===== src/rtl/voice_stream_jitter_bandwidth_monitor_macros.svh =====
// assertion macros for the voice stream jitter and bandwidth monitor
// used by the datapath; expects signals clk and rst in scope
`ifndef VOICE_STREAM_JITTER_BANDWIDTH_MONITOR_MACROS_SVH
`define VOICE_STREAM_JITTER_BANDWIDTH_MONITOR_MACROS_SVH

// condition implies consequence in the same cycle
`define VSJM_ASSERT_NOW(lbl, cond, cons, msg) \
  lbl: assert property (@(posedge clk) disable iff (rst) (cond) |-> (cons)) else $error(msg);

// condition implies consequence in the next cycle
`define VSJM_ASSERT_NEXT(lbl, cond, cons, msg) \
  lbl: assert property (@(posedge clk) disable iff (rst) (cond) |=> (cons)) else $error(msg);

`endif


===== src/rtl/vsjm_pkg.sv =====
// shared types and constants of the voice stream jitter and bandwidth monitor
// no dependencies
`default_nettype none
package vsjm_pkg;

  localparam int RING_DEPTH_DEF   = 256;
  localparam int JITTER_SHIFT_DEF = 4;

  localparam int CFG_IDX_W  = 1;
  localparam int CFG_DATA_W = 24;

  localparam logic [23:0] WINDOW_US_RST    = 24'd1000000;
  localparam logic [7:0]  HEADER_BYTES_RST = 8'd24;
  localparam logic [9:0]  TS_SCALE         = 10'd1000;
  localparam logic [47:0] DIFF_MAX         = 48'hFFFF_FFFF_FFFF;
  localparam logic [47:0] GAP_MAX          = 48'h7FFF_FFFF_FFFF;
  localparam logic [47:0] GAP_MIN          = 48'h8000_0000_0000;
  localparam logic [26:0] BITS_MAX         = 27'h7FF_FFFF;
  localparam logic [31:0] COUNT_MAX        = 32'hFFFF_FFFF;

  typedef enum logic [CFG_IDX_W-1:0] {
    REG_WINDOW_US    = 1'b0,
    REG_HEADER_BYTES = 1'b1
  } cfg_reg_t;

  typedef struct packed {
    logic [47:0] arrival_us;
    logic [31:0] media_ts_ms;
    logic [15:0] payload_bytes;
    logic        is_voice;
    logic [31:0] codec_sub;
    logic [31:0] packet_num;
  } in_item_t;

  typedef struct packed {
    logic        first_seen;
    logic        codec_changed;
    logic        regular_codec_changed;
    logic [47:0] gap_us;
    logic [47:0] diff_us;
    logic [51:0] jitter_q4;
    logic [47:0] max_gap_us;
    logic [31:0] max_gap_packet;
    logic [51:0] max_jitter_q4;
    logic [51:0] mean_diff_q4;
    logic [26:0] window_bits;
    logic        window_full;
  } out_item_t;

  // controller to datapath
  typedef struct packed {
    logic take;
    logic calc_a;
    logic calc_b;
    logic calc_c;
    logic full_drop;
    logic wr;
    logic ev_drop;
    logic div_start;
    logic commit;
  } cmd_t;

  // datapath to controller
  typedef struct packed {
    logic ring_full;
    logic ev_hit;
    logic first;
    logic div_done;
    logic out_free;
  } status_t;

endpackage
`default_nettype wire


===== src/rtl/vsjm_ctrl.sv =====
// controller state machine sequencing one packet through the datapath
// depends on vsjm_pkg
`default_nettype none
module vsjm_ctrl (
  input  logic              clk,
  input  logic              rst,
  input  logic              in_valid,
  output logic              in_stall,
  input  vsjm_pkg::status_t sts,
  output vsjm_pkg::cmd_t    cmd
);
  import vsjm_pkg::*;

  typedef enum logic [11:0] {
    S_IDLE      = 12'b0000_0000_0001,
    S_CALC_A    = 12'b0000_0000_0010,
    S_CALC_B    = 12'b0000_0000_0100,
    S_CALC_C    = 12'b0000_0000_1000,
    S_FULL_RD   = 12'b0000_0001_0000,
    S_FULL_DROP = 12'b0000_0010_0000,
    S_WRITE     = 12'b0000_0100_0000,
    S_EV_RD     = 12'b0000_1000_0000,
    S_EV_CHK    = 12'b0001_0000_0000,
    S_DIV_GO    = 12'b0010_0000_0000,
    S_DIV_WAIT  = 12'b0100_0000_0000,
    S_DONE      = 12'b1000_0000_0000
  } state_t;

  state_t state;
  state_t state_next;

  always_ff @(posedge clk) begin
    if (rst) begin
      state <= S_IDLE;
    end else begin
      state <= state_next;
    end
  end

  // sequencing and commands
  always_comb begin
    state_next = state;
    cmd        = '0;
    unique case (state)
      S_IDLE: begin
        cmd.take = in_valid;
        if (in_valid) state_next = S_CALC_A;
      end
      S_CALC_A: begin
        cmd.calc_a = 1'b1;
        state_next = S_CALC_B;
      end
      S_CALC_B: begin
        cmd.calc_b = 1'b1;
        state_next = S_CALC_C;
      end
      S_CALC_C: begin
        cmd.calc_c = 1'b1;
        state_next = sts.ring_full ? S_FULL_RD : S_WRITE;
      end
      S_FULL_RD: begin
        state_next = S_FULL_DROP;
      end
      S_FULL_DROP: begin
        cmd.full_drop = 1'b1;
        state_next    = S_WRITE;
      end
      S_WRITE: begin
        cmd.wr     = 1'b1;
        state_next = S_EV_RD;
      end
      S_EV_RD: begin
        state_next = S_EV_CHK;
      end
      S_EV_CHK: begin
        if (sts.ev_hit) begin
          cmd.ev_drop = 1'b1;
          state_next  = S_EV_RD;
        end else begin
          state_next = sts.first ? S_DONE : S_DIV_GO;
        end
      end
      S_DIV_GO: begin
        cmd.div_start = 1'b1;
        state_next    = S_DIV_WAIT;
      end
      S_DIV_WAIT: begin
        if (sts.div_done) state_next = S_DONE;
      end
      S_DONE: begin
        if (sts.out_free) begin
          cmd.commit = 1'b1;
          state_next = S_IDLE;
        end
      end
      default: state_next = S_IDLE;
    endcase
  end

  // no request is taken during reset
  assign in_stall = rst || (state != S_IDLE);

endmodule
`default_nettype wire


===== config.mk =====
export PLATFORM = sky130hd
export DESIGN_NAME = vsjm_ctrl
export DESIGN_NICKNAME = d
export VERILOG_FILES = /design/src/rtl/voice_stream_jitter_bandwidth_monitor_macros.svh /design/src/rtl/vsjm_pkg.sv /design/src/rtl/vsjm_ctrl.sv
export SDC_FILE = /design/constraint.sdc
export NUM_CORES = 1
export LEC_CHECK = 0
export ABC_AREA = 0
export BUFFER_PORTS_ARGS = -buffer_cell sky130_fd_sc_hd__clkbuf_2
export CELL_PAD_IN_SITES_DETAIL_PLACEMENT = 0
export CELL_PAD_IN_SITES_GLOBAL_PLACEMENT = 2
export CORE_AREA = 2 2 52 54
export DETAILED_ROUTE_END_ITERATION = 8
export DIE_AREA = 0 0 54 56
export PLACE_DENSITY_LB_ADDON = 0.1
export RECOVER_POWER = 100
export SETUP_SLACK_MARGIN = 0.2
export SKIP_LAST_GASP = 1
export SLEW_MARGIN = 25
export SYNTH_ARGS = -nofsm -noshare
export SYNTH_HDL_FRONTEND = slang
export SYNTH_SLANG_ARGS = --single-unit

===== constraint.sdc =====
create_clock -name clk -period 4 [get_ports clk]
set_clock_uncertainty 0.05 [all_clocks]
set_input_delay 0.2 -clock clk [delete_from_list [all_inputs] [get_ports clk]]
set_output_delay 0.2 -clock clk [all_outputs]
set_load 0.02 [all_outputs]

==> out/results.tsv <==
stage	metric	value	unit
status	status	completed	
setup_path	CP cell instances	nor4_1, nand2_1, nor4_1, clkbuf_1	
logic_synthesis	post-synthesis compound-gate area fraction	0.1426	
pwr	leakage	0.3568	nW
worst_hold_path	worst min path class	in -> reg	
pwr	Max VDD drop	0.1609	mV
grt	largest net degree at the start of global routing	10	
setup_path	Worst R2R Start	state[4]$_SDFFE_PP0P_	
logic_synthesis	Warnings, synthesis	0	
cells_and_area	Post-Layout Cell Count	136	
logic_synthesis	post-synthesis xor/xnor area fraction	0.01174	
detailed_routing	DR vias	723	
clocking	CTS sink count	12	
logic_synthesis	Synth top area share	0.3221	
pwr	Overall Power	0.0003319	W
logic_synthesis	top_reg_cell synth	dfxtp_1	
clocking	Clock Path Buffers	2	
sta	Hold Vio Cnt, Final	0	
grt	number of global-route vias before repair	694	
pwr	P per Cell Area	395.3	mW/mm^2
grt	first-pass GRT wire length	3077	um
place	DP HPWL	1359	um
logic_synthesis	sequential area share after synthesis	0.3221	
logic_synthesis	Synth Area in Adders	0	
floorplan	Starting Density	0.3066	
place	Placed Cells incl. Taps	133	
setup_path	worst setup path category	reg -> out	
cells_and_area	max reg flops	12	
grt	GRT Total Usage	0.1345	
logic_synthesis	number of synthesized register bits	12	
logic_synthesis	number of enable flip-flop cells after synthesis	0	
place	Port Buf Inserts	17	
cells_and_area	Layout Nets	116	
logic_synthesis	Mapped Nets	96	
cells_and_area	filler instances	273	
setup_path	Reg2Reg Depth	5	
setup_path	crit-path most repeated cell	nor4_1	
setup_path	CP arrival	2.68	ns
cells_and_area	ant diodes	0	
floorplan	Die X	54	um
logic_synthesis	synth top area cells	dfxtp_1 32%, nor4_4 8.6%, nor2b_1 5.9%	
setup_path	slowest stage cell, crit path	nor4_1	
flow_run	max cap viols	0	
setup_path	crit path from	state[4]$_SDFFE_PP0P_	
detailed_routing	DRC Markers	0	
floorplan	DIE HEIGHT	56	um
sta	final slew viol count	0	
clocking	Num CTS Buffers	3	
sta	endpoints failing setup	0	
floorplan	die area	0.003024	mm^2
sta	clock period minus worst slack	2.930	ns
sta	headroom to the max-slew limit	0.09787	
logic_synthesis	mux cell area share after synthesis	0	
setup_path	worst setup path endpoint	cmd[1]	
clocking	Root Driver	clkbuf_4	
setup_path	flop2flop setup slack	1.43	ns
sta	fin crit share	0.7324	
setup_path	critical path peak fanout	8	
setup_path	Worst Path Required	3.75	ns
setup_path	CP Capture Type	output pin	
detailed_routing	Routed Antenna Nets	0	
detailed_routing	DR pass1 iterations	5	
setup_path	CP Launch Type	register	
grt	grt ovf	0	
setup_path	max incr delay on CP	1.12	ns
clocking	clk slew on worst S/H paths	0.08	ns
clocking	H-tree depth	1	
cells_and_area	Reg with most FFs	state	
logic_synthesis	Post-synth ARST share	0	
floorplan	Ports	18	
detailed_routing	Wirelength per Cell	13.26	um
sta	setup TNS	0	ns
logic_synthesis	Avg Cell Area, Syn	8.474	um^2
logic_synthesis	post-synth cell types	29	
place	placed inst area	855.8	um^2
clocking	# hold bufs at CTS	0	
clocking	CTS resizes	0	
logic_synthesis	Post-Syn Area	745.7	um^2
setup_path	Reg-to-Reg End	state[8]$_SDFFE_PP0P_	
worst_hold_path	HP Start	sts[2]	
logic_synthesis	post-synthesis simple-gate area fraction	0.4866	
detailed_routing	Total Routed Length	1804	um
clocking	CTS tree	yes	
detailed_routing	Initial DRC Count	16	
logic_synthesis	largest family of logic cells by synthesized area	simple AND/OR/NAND/NOR gates	
cells_and_area	Area Growth Syn to Fin	12.58	%
clocking	Clock Latency Late Sink	0.27	ns
detailed_routing	vias per cell	5.316	
sta	worst slew pin tran	1.341	ns
logic_synthesis	Cells after Synth	88	
sta	unrepaired setup endpoints after global routing	no	
grt	initial antenna violation count	0	
place	GPL Wtd Cong	0.7852	
cells_and_area	Final Instance Area	839.6	um^2
clocking	postcts setup bufs	0	
logic_synthesis	Yosys top cell by area	dfxtp_1	
floorplan	core box area	0.002432	mm^2
cells_and_area	Largest regs	state (12)	
cells_and_area	share of cells above drive strength 1	0.1509	
floorplan	FP Rows	18	
sta	f_max	341.3	MHz
[metrics by stage]
step	util	worst slack (ns)	hold WS, ns
after floorplan	-	2.064	0.2224
after global placement	0.3519	2.017	0.3406
after detailed placement	0.3519	2.074	0.3404
after CTS	0.3611	1.763	0.05000
after global routing	0.3452	0.8330	0.06627
final	0.3452	1.070	0.05354
[area by class of cell]
cell class | instances | area (um^2) | area share
Tap cell | 30 | 37.54 | 0.04471
Timing Repair Buffer | 17 | 76.32 | 0.09091
Multi-Input combinational cell | 70 | 447.9 | 0.5335
Inverter | 4 | 15.01 | 0.01788
Sequential cell | 12 | 240.2 | 0.2861
Clock buffer | 3 | 22.52 | 0.02683
[synth_stat cells (2+ instances only)]
library cell and count:
a21oi_1 3, and2_1 2, and3_1 3, dfxtp_1 12, inv_1 4, nand2_1 4, nand2b_1 2, nand3_1 4
nor2_1 9, nor2b_1 7, nor3_1 5, nor3b_1 5, nor4_1 3, nor4_4 3, nor4b_1 3, o211ai_1 2
o21ai_0 3, o31a_1 2, o31ai_1 2
[metal layers]
| metal | wire length [um] | track usage | vias up |
|---|---|---|---|
| met5 | 0 | 0 | - |
| met4 | 13 | 0.05714 | 0 |
| met3 | 87 | 0.02419 | 2 |
| met2 | 781 | 0.1934 | 16 |
| met1 | 922 | 0.1922 | 339 |
| li1 | - | - | 366 |
[kinds of logic after synthesis]
logic type             Yosys count
AO/OA/AOI/OAI                   15
XOR/XNOR                         1
buffers and inverters            6
flip-flops                      12
AND/OR/NAND/NOR                 54
[worst max-delay path: cells and delay by family (launching register included)]
| kind | cells | cell delay (ns) |
|---|---|---|
| buf+inv | 1 | 0.28 |
| flops | 1 | 0.34 |
| simple gates | 3 | 1.79 |
[how the worst min path moves through the flow]
| stage | depth (start not counted) | to |
|---|---|---|
| 2_1_floorplan | 1 | state[10]$_SDFFE_PP0P_ |
| 3_3_place_gp | 2 | state[9]$_SDFFE_PP0P_ |
| 3_5_place_dp | 2 | state[9]$_SDFFE_PP0P_ |
| 4_1_cts | 2 | state[9]$_SDFFE_PP0P_ |
| 5_1_grt | 2 | state[9]$_SDFFE_PP0P_ |
| 6_report | 2 | state[9]$_SDFFE_PP0P_ |
[power by group]
part	internal, W	total (W)	leakage [nW]	switching (W)
Clock	0.0000348	0.0000761	0.0138	0.0000413
Sequential	0.000129	0.000143	0.0972	0.0000140
Combinational	0.0000442	0.000113	0.246	0.0000689
[cells in the final DEF, fill, tap and decap left out, drive strengths merged, types with 2 or more instances in the layout]
master,count
and3,3
nor4,6
o31ai,2
nand3,5
o211ai,2
o21ai,3
o31a,2
nor4b,3
nand2,4
nand2b,2
dfxtp,12
clkbuf,20
nor3,5
nor3b,5
nor2b,7
inv,4
nor2,9
a21oi,3
and2,2
(Power assumes the default switching activity.)
